`config.mk`:
```
export PLATFORM = sky130hd
export DESIGN_NAME = first_free_slot_table_unit
export DESIGN_NICKNAME = d
export VERILOG_FILES = /design/src/rtl/ffst_pkg.sv /design/src/rtl/first_free_slot_table_unit.sv
export SDC_FILE = /design/constraint.sdc
export NUM_CORES = 1
export LEC_CHECK = 0
export BUFFER_PORTS_ARGS = -buffer_cell sky130_fd_sc_hd__buf_2
export CORE_MARGIN = 2
export CORE_UTILIZATION = 45
export DETAILED_ROUTE_END_ITERATION = 16
export PLACE_DENSITY = 0.76
export SETUP_SLACK_MARGIN = 0.2
export SLEW_MARGIN = 30
export SYNTH_ARGS = -nofsm -noshare
export SYNTH_HDL_FRONTEND = slang
export SYNTH_SLANG_ARGS = --single-unit
```
`constraint.sdc`:
```
create_clock -name clk -period 3.7 [get_ports clk]
set_input_delay 0 -clock clk [delete_from_list [all_inputs] [get_ports clk]]
set_output_delay 0 -clock clk [all_outputs]
set_load 0.01 [all_outputs]
```
`src/rtl/ffst_pkg.sv`:
```
// ----------------------------------------------------------------------------
// ffst_pkg: shared types and constants of the first-free slot table
// Request and result payload structs, action codes, register map and the
// slot limit clamp used by the table sequencer.
// ----------------------------------------------------------------------------
package ffst_pkg;

	localparam int SLOTS   = 16;
	localparam int ID_BITS = 16;

	// Field widths of the request and result items.
	localparam int ITEM_W  = 16;
	localparam int IDX_W   = 4;
	localparam int CNT_W   = 5;
	localparam int LIMIT_W = 5;

	// Configuration port.
	localparam int PADDR_W = 3;
	localparam int PDATA_W = 32;
	localparam logic [PADDR_W-3:0] REG_SLOT_LIMIT = 1'b0;
	localparam logic [LIMIT_W-1:0] LIMIT_RESET    = 5'd16;

	typedef enum logic [1:0] {
		ACT_ADD    = 2'd0,
		ACT_REMOVE = 2'd1,
		ACT_MOVE   = 2'd2,
		ACT_READ   = 2'd3
	} action_t;

	typedef struct packed {
		action_t           action;
		logic [ITEM_W-1:0] item_id;
		logic [IDX_W-1:0]  slot_index;
		logic [IDX_W-1:0]  to_index;
	} req_t;

	typedef struct packed {
		logic              ok;
		logic [ITEM_W-1:0] item_out;
		logic [IDX_W-1:0]  added_slot;
		logic              changed;
		logic [CNT_W-1:0]  item_count;
	} rsp_t;

	// The register accepts any 5-bit value; the table uses it clamped into 1..SLOTS.
	function automatic logic [LIMIT_W-1:0] eff_limit(input logic [LIMIT_W-1:0] value);
		logic [LIMIT_W-1:0] lim;
		lim = value;
		if (value == '0) begin
			lim = LIMIT_W'(1);
		end else if (value > LIMIT_W'(SLOTS)) begin
			lim = LIMIT_W'(SLOTS);
		end
		return lim;
	endfunction

endpackage

```
`src/rtl/first_free_slot_table_unit.sv`:
```
// ----------------------------------------------------------------------------
// first_free_slot_table_unit: first-fit slot table with add, remove, move, read
// A small sequencer walks a 16-entry id memory one slot per cycle, with one
// occupancy bit per slot, and returns one result item for every request.
// ----------------------------------------------------------------------------
// Each request gives one result item, set by a sequencer around one id memory
// with a registered read and one slot counter. A request that fails its
// checks goes straight to the finish state; read and remove pass through
// RD_A and GET, and a move through RD_A, RD_B, WR_A and WR_B (two reads, two
// writes). An add searches for the first free slot, stepping through the
// occupancy bits one slot per cycle. The block returns to idle when a result
// is loaded and takes the next request from there. The result sits in an output
// register, so the next request is taken while it waits. Reset empties the
// table at once through the occupancy bits. After a write of slot_limit the
// block passes through idle into a recount that steps through all the slots
// to empty those at or above the new limit and to recount the table; no
// request is taken in that time.
module first_free_slot_table_unit (
	input  logic                             clk,
	input  logic                             arst_n,
	input  logic                             req_valid,
	output logic                             req_ready,
	input  ffst_pkg::req_t                   req,
	output logic                             rsp_valid,
	input  logic                             rsp_ready,
	output ffst_pkg::rsp_t                   rsp,
	input  logic                             psel,
	input  logic                             penable,
	input  logic                             pwrite,
	input  logic [ffst_pkg::PADDR_W-1:0]     paddr,
	input  logic [ffst_pkg::PDATA_W-1:0]     pwdata,
	output logic [ffst_pkg::PDATA_W-1:0]     prdata,
	output logic                             pready
);

	typedef enum logic [3:0] {
		ST_IDLE,
		ST_SCAN,
		ST_RD_A,
		ST_RD_B,
		ST_GET,
		ST_WR_A,
		ST_WR_B,
		ST_RECOUNT,
		ST_FINISH
	} state_t;

	state_t                             state_q;
	logic [ffst_pkg::SLOTS-1:0]         occ_q;
	logic [ffst_pkg::CNT_W-1:0]         count_q;
	logic [ffst_pkg::LIMIT_W-1:0]       slot_limit_q;
	logic                               recount_pend_q;
	logic [ffst_pkg::IDX_W-1:0]         scan_q;
	ffst_pkg::action_t                  act_q;
	logic [ffst_pkg::ID_BITS-1:0]       id_q;
	logic [ffst_pkg::IDX_W-1:0]         a_q;
	logic [ffst_pkg::IDX_W-1:0]         b_q;
	logic [ffst_pkg::LIMIT_W-1:0]       lim_q;
	logic                               occ_a_q;
	logic                               occ_b_q;
	logic [ffst_pkg::ID_BITS-1:0]       tmp_a_q;
	ffst_pkg::rsp_t                     res_q;
	ffst_pkg::rsp_t                     rsp_q;
	logic                               rsp_valid_q;

	logic [ffst_pkg::ID_BITS-1:0]       mem [ffst_pkg::SLOTS];
	logic [ffst_pkg::ID_BITS-1:0]       rd_data_q;
	logic [ffst_pkg::IDX_W-1:0]         rd_addr;
	logic                               mem_we;
	logic [ffst_pkg::IDX_W-1:0]         mem_waddr;
	logic [ffst_pkg::ID_BITS-1:0]       mem_wdata;

	logic                               cfg_wr;
	logic                               cfg_hit;
	logic [ffst_pkg::LIMIT_W-1:0]       cur_lim;
	logic                               req_fire;
	logic [ffst_pkg::ID_BITS-1:0]       req_id;
	logic                               req_va;
	logic                               req_vb;
	logic                               fin_take;
	ffst_pkg::rsp_t                     fin_rsp;

	assign pready  = 1'b1;
	assign cfg_wr  = psel && penable && pwrite;
	assign cfg_hit = (paddr[ffst_pkg::PADDR_W-1:2] == ffst_pkg::REG_SLOT_LIMIT);
	assign prdata  = cfg_hit ? ffst_pkg::PDATA_W'(slot_limit_q) : '0;
	assign cur_lim = ffst_pkg::eff_limit(slot_limit_q);

	assign req_ready = (state_q == ST_IDLE) && !recount_pend_q && !cfg_wr;
	assign req_fire  = req_valid && req_ready;
	assign req_id    = req.item_id[ffst_pkg::ID_BITS-1:0];
	assign req_va    = {1'b0, req.slot_index} < cur_lim;
	assign req_vb    = {1'b0, req.to_index} < cur_lim;

	assign fin_take  = (state_q == ST_FINISH) && (!rsp_valid_q || rsp_ready);

	assign rsp_valid = rsp_valid_q;
	assign rsp       = rsp_q;

	always_comb begin
		fin_rsp            = res_q;
		fin_rsp.item_count = count_q;
	end

	// Memory port control: the read address is b only while fetching the
	// destination of a move.
	always_comb begin
		rd_addr   = (state_q == ST_RD_B) ? b_q : a_q;
		mem_we    = 1'b0;
		mem_waddr = a_q;
		mem_wdata = rd_data_q;
		unique case (state_q)
			ST_SCAN: begin
				mem_we    = !occ_q[scan_q];
				mem_waddr = scan_q;
				mem_wdata = id_q;
			end
			ST_WR_A: begin
				mem_we    = 1'b1;
				mem_waddr = a_q;
				mem_wdata = rd_data_q;
			end
			ST_WR_B: begin
				mem_we    = 1'b1;
				mem_waddr = b_q;
				mem_wdata = tmp_a_q;
			end
			default: begin
				mem_we = 1'b0;
			end
		endcase
	end

	always_ff @(posedge clk) begin
		if (mem_we) begin
			mem[mem_waddr] <= mem_wdata;
		end
		rd_data_q <= mem[rd_addr];
	end

	always_ff @(posedge clk or negedge arst_n) begin
		if (!arst_n) begin
			state_q        <= ST_IDLE;
			occ_q          <= '0;
			count_q        <= '0;
			slot_limit_q   <= ffst_pkg::LIMIT_RESET;
			recount_pend_q <= 1'b0;
			scan_q         <= '0;
			act_q          <= ffst_pkg::ACT_ADD;
			id_q           <= '0;
			a_q            <= '0;
			b_q            <= '0;
			lim_q          <= '0;
			occ_a_q        <= 1'b0;
			occ_b_q        <= 1'b0;
			tmp_a_q        <= '0;
			res_q          <= '0;
			rsp_q          <= '0;
			rsp_valid_q    <= 1'b0;
		end else begin
			if (fin_take) begin
				rsp_valid_q <= 1'b1;
			end else if (rsp_ready) begin
				rsp_valid_q <= 1'b0;
			end

			unique case (state_q)
				ST_IDLE: begin
					if (recount_pend_q) begin
						scan_q         <= '0;
						count_q        <= '0;
						state_q        <= ST_RECOUNT;
					end else if (req_fire) begin
						act_q   <= req.action;
						id_q    <= req_id;
						a_q     <= req.slot_index;
						b_q     <= req.to_index;
						lim_q   <= cur_lim;
						occ_a_q <= occ_q[req.slot_index];
						occ_b_q <= occ_q[req.to_index];
						res_q   <= '0;
						unique case (req.action)
							ffst_pkg::ACT_ADD: begin
								if (req_id != '0 && count_q < cur_lim) begin
									scan_q  <= '0;
									state_q <= ST_SCAN;
								end else begin
									state_q <= ST_FINISH;
								end
							end
							ffst_pkg::ACT_REMOVE: begin
								if (req_va && occ_q[req.slot_index]) begin
									state_q <= ST_RD_A;
								end else begin
									state_q <= ST_FINISH;
								end
							end
							ffst_pkg::ACT_MOVE: begin
								if (req_va && req_vb) begin
									state_q <= ST_RD_A;
								end else begin
									state_q <= ST_FINISH;
								end
							end
							ffst_pkg::ACT_READ: begin
								if (req_va) begin
									state_q <= ST_RD_A;
								end else begin
									state_q <= ST_FINISH;
								end
							end
						endcase
					end
				end

				ST_SCAN: begin
					if (!occ_q[scan_q]) begin
						occ_q[scan_q]    <= 1'b1;
						count_q          <= count_q + 1'b1;
						res_q.ok         <= 1'b1;
						res_q.changed    <= 1'b1;
						res_q.added_slot <= scan_q;
						state_q          <= ST_FINISH;
					end else begin
						scan_q <= scan_q + 1'b1;
					end
				end

				ST_RD_A: begin
					state_q <= (act_q == ffst_pkg::ACT_MOVE) ? ST_RD_B : ST_GET;
				end

				ST_RD_B: begin
					tmp_a_q <= rd_data_q;
					state_q <= ST_WR_A;
				end

				ST_GET: begin
					// An empty slot may hold a stale id in memory; it reads as zero.
					res_q.ok       <= 1'b1;
					res_q.item_out <= occ_a_q ? ffst_pkg::ITEM_W'(rd_data_q) : '0;
					if (act_q == ffst_pkg::ACT_REMOVE) begin
						occ_q[a_q]    <= 1'b0;
						count_q       <= count_q - 1'b1;
						res_q.changed <= 1'b1;
					end
					state_q <= ST_FINISH;
				end

				ST_WR_A: begin
					occ_q[a_q] <= occ_b_q;
					state_q    <= ST_WR_B;
				end

				ST_WR_B: begin
					occ_q[b_q]    <= occ_a_q;
					res_q.ok      <= 1'b1;
					res_q.changed <= 1'b1;
					state_q       <= ST_FINISH;
				end

				ST_RECOUNT: begin
					// Slots at or above the limit are emptied, the rest are counted.
					if ({1'b0, scan_q} >= cur_lim) begin
						occ_q[scan_q] <= 1'b0;
					end else begin
						count_q <= count_q + ffst_pkg::CNT_W'(occ_q[scan_q]);
					end
					scan_q <= scan_q + 1'b1;
					if (scan_q == ffst_pkg::IDX_W'(ffst_pkg::SLOTS - 1)) begin
						state_q <= ST_IDLE;
					end
				end

				ST_FINISH: begin
					if (fin_take) begin
						rsp_q   <= fin_rsp;
						state_q <= ST_IDLE;
					end
				end

				default: begin
					state_q <= ST_IDLE;
				end
			endcase

			if (cfg_wr && cfg_hit) begin
				slot_limit_q   <= pwdata[ffst_pkg::LIMIT_W-1:0];
				recount_pend_q <= 1'b1;
			end else if (state_q == ST_IDLE) begin
				recount_pend_q <= 1'b0;
			end
		end
	end

	// The running count matches the occupancy bits whenever the table is at rest.
	a_count_matches: assert property (@(posedge clk) disable iff (!arst_n)
		(state_q == ST_IDLE && !recount_pend_q) |-> (count_q == $countones(occ_q)))
		else $error("occupied count differs from occupancy bits");

	// No slot at or above the limit is occupied once a resize has been applied.
	a_no_occ_above_limit: assert property (@(posedge clk) disable iff (!arst_n)
		(state_q == ST_IDLE && !recount_pend_q) |-> ((occ_q >> cur_lim) == '0))
		else $error("slot above the limit is occupied");

	// The free slot search always ends below the limit it started with.
	a_scan_in_range: assert property (@(posedge clk) disable iff (!arst_n)
		(state_q == ST_SCAN) |-> ({1'b0, scan_q} < lim_q))
		else $error("free slot search ran past the limit");

	// An accepted request holds off the next one while it is worked on.
	a_busy_after_accept: assert property (@(posedge clk) disable iff (!arst_n)
		req_fire |=> !req_ready)
		else $error("request taken while the sequencer is busy");

endmodule

```
-- Yosys cells after proc, flatten, opt, wreduce, memory -nomap -nowiden
Memories as Yosys holds them, arrays and structs flattened. A register that Yosys moved wholly into a read port is not among the register bits.
Cells that the tools add are included.
- register bits after elaboration: 129
- latch bits: 0
- memory bits (writable): 256
- memory bits (read-only): 0
- input bits: 68
- output and inout port bits: 62
- word-level logic and storage cells: 182
- memories kept: 1
- memory list (memory ; depth ; bits a word ; rd ports ; clocked after memory_dff ; wr ports ; RTL line ; source):
    mem ; 16 ; 16 ; 1 ; 1 ; 1 ; first_free_slot_table_unit.sv:66 ; logic [ffst_pkg::ID_BITS-1:0] mem [ffst_pkg::SLOTS];
- add/sub/neg operators: 4
- $mul: 0
- div/mod/pow operators: 0
- magnitude comparators: 13
- equal/unequal tests: 27
- shift-type cells: 0
- multiplexer cells: 64
- bitwise operators: 7
- reductions and logical operators: 43
- operators by type and width (cell ; count):
    $pmux W16 S5 ; 1
    $mux W16 ; 4
    $pmux W16 S2 ; 2
    $mux W4 ; 15
    $mux W27 ; 2
    $mux W5 ; 8
    $and A16 B16 Y16 ; 2
    $bwmux W16 ; 2
    $not A16 Y16 ; 2
    $pmux W4 S8 ; 1
    $lt A4 B5 Y1 const B ; 5
    $ne A2 B2 Y1 const B ; 10
    $pmux W5 S4 ; 1
    $eq A4 B3 Y1 const B ; 4
    $or A16 B16 Y16 ; 1
    $pmux W4 S2 ; 2
    $pmux W4 S4 ; 1
    $reduce_and A4 Y1 ; 4
    $reduce_bool A16 Y1 ; 1
    $reduce_and A5 Y1 ; 3
    $mux W1 ; 14
    $logic_and A1 B1 Y1 ; 13
    $bmux W1 S4 ; 3
    $demux W1 S4 ; 3
    34 further kinds ; 54

-- Depth between registers and ports, before layout
Gate-level depths: netlist (run 1).
- word-level depth: 10
- depth in mapped cells: 14
- depth with buffers taken out: 13

-- Least setup slack after synthesis (run 1)
Ideal clock, no wire load.
- path kind: reg2reg
- from: register scan_q[0] in the netlist's numbering
- to: memory mem[10][0] in the netlist's numbering, enable pin
- setup time: 0.430 ns
- data arrival time: 3.375 ns
- required time: 3.270 ns
- path slack: -0.105 ns
- cell stages (with the launch flop): 8
- buffers on the path: 1
- period minus slack after synthesis: 3.805 ns
- cell sequence: dfrtp_1 > buf_2 > mux4_1 > nand2b_1 > nand3_1 > a21o_1 > nor2_1 > nor4_1
- cells in the longest elaborated chain, start to end: 6
- elaborated cells between the ends (all ways): 7
- those cells by class: 6 x mux; 1 x reduce/logical
- RTL lines (element ; RTL line ; source):
    start, declared ; first_free_slot_table_unit.sv:53 ; logic [ffst_pkg::IDX_W-1:0] scan_q;
    start signal, assigned ; first_free_slot_table_unit.sv:225 ; scan_q <= scan_q + 1'b1;
    start signal, assigned ; first_free_slot_table_unit.sv:269 ; scan_q <= scan_q + 1'b1;
    $bmux W1 S4 ; first_free_slot_table_unit.sv:114 ; mem_we = !occ_q[scan_q];
    $mux W1 (not written as such) ; first_free_slot_table_unit.sv:114 ;
    $logic_not A1 Y1 ; -- ;
    $pmux W1 S2 ; first_free_slot_table_unit.sv:112 ; unique case (state_q)
    $mux W1 ; first_free_slot_table_unit.sv:135 ; if (mem_we) begin
    $mux W1 (not written as such) ; first_free_slot_table_unit.sv:136 ; mem[mem_waddr] <= mem_wdata;
    end, declared ; first_free_slot_table_unit.sv:66 ;
Parallel ways exist; a longest one is shown, timed or not. The select of a mux whose other input is x is not followed.

-- Worst setup path after layout (run 1)
- from: register state_q[2]
- to: memory mem[11][4] in the netlist's numbering, enable pin
- cells in the longest elaborated chain, start to end: 5
- elaborated cells between the ends (all ways): 8
- those cells by class: 3 x eq/ne; 4 x mux; 1 x reduce/logical
- RTL lines (element ; RTL line ; source):
    start, declared ; first_free_slot_table_unit.sv:48 ; state_t state_q;
    start signal, assigned ; first_free_slot_table_unit.sv:230 ; state_q <= (act_q == ffst_pkg::ACT_MOVE) ? ST_RD_B : ST_GET;
    $eq A4 B3 Y1 ; first_free_slot_table_unit.sv:112 ;
    $reduce_or A2 Y1 (no line) ; -- ;
    $pmux W1 S2 ; first_free_slot_table_unit.sv:112 ;
    $mux W1 ; first_free_slot_table_unit.sv:135 ;
    $mux W1 (not written as such) ; first_free_slot_table_unit.sv:136 ;
Parallel ways exist; a longest one is shown, timed or not.

==> impl_results.md, run 1 <==
* Tmin final at 3340 ps
* Synth Flop Type: edfxtp_1
* CP startpoint kind: register
* Hold violation count in the final report at 0
* Count leader, synth: edfxtp_1
* Clock latency on the worst-skew pair at 550 ps
* Seq/Total Area, Yosys at 62.0%
* Die width at 205 µm
* PortBufs at 72
* Synth top area cells: edfxtp_1, dfrtp_1, mux4_2, mux2_2, nand2_1
* CP delay by family, top: simple AND/OR/NAND/NOR gates
* Buffer levels on the longest clock path at 3
* RSZ-0062 raised after global routing: no
* Outcome: completed
* Crit path kind: reg -> reg
* Ports at 130
* Number of CTS-inserted buffers at 39
* Maximum vdd drop at 0.414 mV
* Dpl cell area at 0.0193 mm²
* Placer Congestion at 0.957
* Post-route ant nets at 0
* Max Slew Vio Count at 0
* Post-synth EDFFs at 256
* Critical path fanouts, max at 20
* Post-route clock skew at 24.2 ps
* WP buf/inv at 2
* RR Startpoint: state_q[2]
* Worst Max-Slew Pin Slew at 937 ps
* Chip Height at 205 µm
* CP arrival at 3570 ps
* CTS tree: yes
* Antenna violations before repair at 1
* Worst path slowest cell: nor4_2
* Rel. slew slack at 37.4%
* Max Cap Viol at 0
* Period utilization at 90.1%
* Unique masters post-synth at 70
* Cell area after synthesis at 0.0181 mm²
* Initial Util at 45.6%
* Fmax at 0.300 GHz
* Via Count at 12600
* Yosys top cell by area: edfxtp_1
* Crit-path max cell delay at 920 ps
* Share of post-route cells with drive strength above 1 at 22.3%
* Share of the synthesized area in the top cell type at 42.4%
* FP Rows at 73
* Die ar. at 0.0419 mm²
* Setup crit end kind: register
* H-tree depth at 2
* PD cells at 789 mW/mm²
* Setup crit start: state_q[2]
* Post-synthesis cell count at 1408
* Vias per inst at 6.01
* Vias in the first global route at 12200
* Syn-to-layout area delta at 15.5%
* Final nets at 1630
* # setup viols final at 0
* Detailed-route DRC error count at 0
* Flops & latches, synth at 401
* Req. time, crit path at 3940 ps
* Clock sink count at 401
* YS warnings at 0
* WHS at 79.7 ps
* Total grt overflow at 0
* Final wirelength at 46500 µm
* Final core utilization at 52.7%
* Root Buffer: clkbuf_16
* First-pass GRT wire length at 71300 µm
* Total GRT Usage at 22.1%
* Final Cell Area at 0.0209 mm²
* Syn Area/Cell at 12.9 µm²
* Synth cell count leaders: edfxtp_1, nand2_1, dfrtp_1, mux2_2, nand3_1
* Largest net degree at the start of global routing at 101
* FFs w/ async S/R, synth at 32.2%
* Worst path cell trace: nor4b_2 -> buf_4 -> nor2_1 -> nand2_1 -> nand3_1 -> nor4_2 -> buf_4
* Cell repeated most along the worst path: buf_4
* Core region area at 0.0397 mm²
* Hold path start: req_valid
* Worst-path clk slew at 70 ps
* Lkg Pwr at 7.97 nW
* Drt wl/cell at 22.2 µm
* Hold Path Class: in -> reg
* Number of DRC markers in iteration 0 at 1678
* Setup repair bufs after CTS at 0
* Post-DP HPWL at 31000 µm
* TritonRoute pass-1 iters at 6
worst min-delay path, stage by stage:
cell and delay, ps:
buf_2 120, nand2_1 110, a21oi_1 100, nand3_1 170
a21oi_1 90
through the flow:
stage                     cells  setup TNS, ps  setup slack, ps  power, mW
after floorplan            1434         -13420             -105       10.3
after global placement     1987              0              471       12.3
final                      2094              0              365       16.5
after global routing       2093              0              233       17.3
after CTS                  2091              0              382       16.4
after detailed placement   1987              0              384       12.5
layer usage:
metal / track usage (%) / up-vias / part of all wire [%]
li1: - / 5515 / -
met1: 30.7 / 6261 / 41
met2: 35.0 / 695 / 46
met3: 3.72 / 112 / 9.3
met4: 8.31 / 0 / 3.7
met5: 0 / - / 0
flip-flops by register name (all words and copies together), names as in the netlist:
name,flops
id_q,16
scan_q,4
rd_data_q,16
rsp,27
mem,256
b_q,4
occ_a_q,1
recount_pend_q,1
tmp_a_q,16
state_q,4
fin_rsp,22
rsp_valid,1
act_q,2
a_q,4
occ_q,16
count_q,5
occ_b_q,1
slot_limit_q,5
layout make-up:
| class | count | area (µm²) |
|---|---|---|
| Fill cell | 3186 | 18800 |
| Sequential cell | 401 | 11200 |
| Multi-Input combinational cell | 909 | 6470 |
| Timing Repair Buffer | 172 | 1290 |
| Clock buffer | 54 | 1090 |
| Tap cell | 525 | 657 |
| Clock inverter | 16 | 144 |
| Inverter | 16 | 60.1 |
| Antenna cell | 1 | 2.50 |
path summary, 6_finish.rpt:
kind | depth (start not counted) | slack, ps | end
worst max register to register | 7 | 360 | mem[11][4]
worst max-delay path | 7 | 360 | mem[11][4]
worst min register to register | 1 | 500 | rsp[14]
max in group asynchronous | 5 | 2080 | fin_rsp[9]
worst min-delay path | 5 | 80 | state_q[1]
min in group asynchronous | 3 | 440 | fin_rsp[16]
kinds of logic after synthesis:
group / count (synthesis) / share of synthesized area, %
AO/OA/AOI/OAI: 231 / 8.64
flip-flops: 401 / 62.0
adder cells (fa/ha/maj): 23 / 1.63
AND/OR/NAND/NOR: 474 / 12.0
buffers and inverters: 124 / 3.47
multiplexers: 149 / 12.0
other: 2 / 0.0414
XOR/XNOR: 4 / 0.193
cell usage in the layout, fill, tap and decap left out, drive strengths merged, types with 4 or more instances in the layout:
cell	count
mux2i	19
clkbuf	54
o31ai	16
a22o	16
nor3	16
buf	137
o311ai	8
nand2b	14
a211oi	4
nor2b	20
nor4	15
or3	4
and2	4
o21a	4
a31o	4
or2	7
dfrtp	128
inv	20
clkinv	10
nand2	219
ha	22
a22oi	35
dlygate4sd3	35
a21oi	21
mux2	84
conb	28
edfxtp	256
nor2	59
dfxtp	16
mux4	46
a31oi	18
nand4	19
o211ai	6
a2bb2oi	4
nand3	84
o21ai	64
a221oi	6
report_power, final:
| group | internal [mW] | switching [mW] | total [mW] | leakage, nW |
|---|---|---|---|---|
| Combinational | 2.14 | 3.92 | 6.06 | 3.30 |
| Sequential | 6.05 | 0.578 | 6.62 | 4.06 |
| Clock | 2.15 | 1.70 | 3.85 | 0.604 |
repair_timing:
| item | 4_1_cts | 5_1_grt |
|---|---|---|
| endpoints found under the hold margin | 134 | 25 |
| hold buffers | 34 | 1 |
| resized for setup | 0 | 0 |
Note: power is estimated with default switching activity, not from simulation.
==> inputs of run 2 (changes only) <==
Settings changed: CELL_PAD_IN_SITES_DETAIL_PLACEMENT from default to 1, CELL_PAD_IN_SITES_GLOBAL_PLACEMENT from default to 1, PLACE_DENSITY 0.76 to 0.87.
==> run 2 against run 1 <==
  * First-iteration DRC count grew 37%
  * Sequential share of layout area decreased by 0.16 points
  * Critical endpoint is now count_q[4]
  * Sequential power rose by 2%
  * Combinational power is 15% higher
  * Wire length up 45%
  * Global-route usage up 10 points
  * Clock skew grew 11 ps
  * Utilization increased by 0.15 points
  * Via count rose by 12%
  * Clock-buffer cell count decreased by 7
  * Final cell count is essentially flat
  * Cell area is 0.29% higher
==> impl_results.md, run 2 (synthesis results as in run 1) <==
* Antenna violations before repair at 4 (+3)
* Syn-to-layout area delta at 15.9%
* Fmax at 0.284 GHz (-5.4%)
* Setup crit end kind: register
* Grt peak-use layer: met2
* Via Count at 14100 (+12%)
* # setup viols final at 0 (unchanged)
* Total GRT Usage at 32.3% (+10 points)
* Power share of the sequential group at 37.7% (-2.4 points)
* Crit-path max cell delay at 470 ps (-450 ps)
* Largest net degree at the start of global routing at 111 (+9.9%)
* Reg2reg path depth at 14 (+7)
* R2r setup slk at 170 ps (-190 ps)
* Ports at 130 (unchanged)
* Root Buffer: clkbuf_16
* Drt wl/cell at 32.2 µm (+45%)
* Post-route ant nets at 0 (unchanged)
* Crit path kind: reg -> reg
* Fillers at 3922 (+23%)
* CP arrival at 3940 ps (+370 ps)
* PD cells at 854 mW/mm² (+8.2%)
* H-tree depth at 2 (unchanged)
* Vias in the first global route at 14900 (+22%)
* Final nets at 1632 (+0.12%)
* FP Rows at 73 (unchanged)
* Maximum vdd drop at 0.381 mV (-8.0%)
* Sw power at 7.38 mW (+19%)
* Share of post-route cells with drive strength above 1 at 22.6% (+0.30 points)
* Core region area at 0.0397 mm² (unchanged)
* Power share of the clock group at 23.5% (+0.2 points)
* CTS tree: yes
* Total grt overflow at 0 (unchanged)
* TritonRoute pass-1 iters at 6 (unchanged)
* Most flops, register: mem
* Final TNS setup at 0 ps (unchanged)
* Max reg flops at 256 (unchanged)
* Rel. slew slack at 29.6% (-7.8 points)
* Period utilization at 95.3% (+5.1 points)
* Hold Path Class: in -> async
* Combinational Power Share at 38.8% (+2.1 points)
* Detailed-route DRC error count at 0 (unchanged)
* Setup repair bufs after CTS at 0 (unchanged)
* Internal at 10.6 mW (+2.2%)
* M2 GR Usage at 51.6% (+17 points)
* Max Cap Viol at 0 (unchanged)
* Critical path fanouts, max at 10 (-50%)
* Post-DP HPWL at 37900 µm (+22%)
* Hold violation count in the final report at 0 (unchanged)
* Clock sink count at 401 (unchanged)
* Worst path cell trace: buf_4 -> inv_1 -> or3_1 -> nand3_2 -> mux2_2 -> nand2_1 -> ha_1 -> fa_1 -> a21o_1 -> a21oi_2 -> xnor2_1 -> nor2_1 -> o31ai_1 -> o21ai_0
* CP startpoint kind: register
* Worst-path clk slew at 70 ps (about the same)
* Number of CTS-inserted buffers at 39 (unchanged)
* Vias per inst at 6.75 (+12%)
* Worst R2R End: count_q[4]
* Initial Util at 45.6% (unchanged)
* Buffer levels on the longest clock path at 3 (unchanged)
* Sw Share at 41.1% (+3.7 points)
* Post-route clock skew at 34.8 ps (+10.6 ps)
* Met3 usage at 8.34% (+4.6 points)
* Lkg Pwr at 7.99 nW (+0.22%)
* Placer Congestion at 0.933 (-2.6%)
* Clock latency on the worst-skew pair at 580 ps (+30 ps)
* RR Startpoint: scan_q[0]
* Die width at 205 µm (unchanged)
* Final core utilization at 52.9% (+0.15 points)
* Area of the multi-input gates at 0.00651 mm² (+0.60%)
* Final wirelength at 67500 µm (+45%)
* Chip Height at 205 µm (unchanged)
* PortBufs at 72 (unchanged)
* Tmin final at 3530 ps (+190 ps)
* Outcome: completed
* Worst Max-Slew Pin Slew at 1050 ps (+116 ps)
* Met1 usage at 39.0% (+8.2 points)
* Commonest non-fill, non-tap cell in the layout: edfxtp_1
* RSZ-0062 raised after global routing: yes
* Area occupied by registers at 0.0112 mm² (unchanged)
* Number of DRC markers in iteration 0 at 2291 (+37%)
* Max Slew Vio Count at 0 (unchanged)
* Req. time, crit path at 4110 ps (+170 ps)
* Commonest non-fill, non-tap cells in the layout: edfxtp_1, nand2_1, dfrtp_1, mux2_2, nand3_1
* Worst path slowest cell: or3_1
* Die ar. at 0.0419 mm² (unchanged)
* First-pass GRT wire length at 99300 µm (+39%)
[run 2: worst max path at each step]
stage	end	startpoint	cells after the start
after floorplan	mem[10][0]	scan_q[0]	7
after global placement	mem[4][2]	occ_q[9]	8
after detailed placement	mem[0][11]	state_q[3]	7
after CTS	count_q[4]	occ_q[10]	13
after global routing	count_q[4]	occ_q[9]	13
final	count_q[4]	scan_q[0]	14
[run 2: critical path: cells and delay by family (launching register included)]
kind                       cells  cell delay, ps
AOI/OAI and AO/OA              4             770
xor gates and xnor gates       1             200
adders and majority gates      2             660
buffers and inverters          2             370
DFF                            1             390
muxes                          1             210
and+or+nand+nor                4             810
[run 2: stage by stage]
step / setup slack (ps) / instance area, µm² / std cells / hold slack [ps] / total power [mW]
finish: 175 / 21000 / 2095 / 108 / 17.9
global route: 123 / 21000 / 2094 / 120 / 18.4
CTS: 251 / 21000 / 2093 / 74.8 / 17.2
detailed placement: 342 / 19300 / 1986 / 203 / 12.9
global placement: 395 / 19300 / 1986 / 202 / 12.3
floorplan: -105 / 18200 / 1434 / -296 / 10.3
[run 2: power groups by stage]
stage / Combinational [mW] / Clock, mW / Sequential [mW]
2_1_floorplan: 3.91 / 0 / 6.44
3_3_place_gp: 5.74 / 0 / 6.60
3_5_place_dp: 6.21 / 0 / 6.67
4_1_cts: 6.46 / 4.13 / 6.63
5_1_grt: 7.23 / 4.37 / 6.78
6_report: 6.96 / 4.22 / 6.76
[run 2: layout make-up]
cell class	count	share of cell area, %
Antenna cell	1	0.0119
Clock buffer	47	4.88
Clock inverter	22	1.23
Inverter	16	0.286
Multi-Input combinational cell	909	31.0
Sequential cell	401	53.5
Tap cell	525	3.13
Timing Repair Buffer	174	5.97
[run 2: repair_timing]
action | in CTS | in global routing
resized for setup | 1 | 6
hold endpoints to repair | 144 | 0
hold buffers | 38 | 0
endpoints found under the setup margin | 1 | 19
[run 2: per-layer routing]
metal | vias up | wire length [µm]
met3 | 366 | 7620
met5 | - | 48
met4 | 8 | 4870
met1 | 7029 | 23300
met2 | 1221 | 31600
li1 | 5523 | -
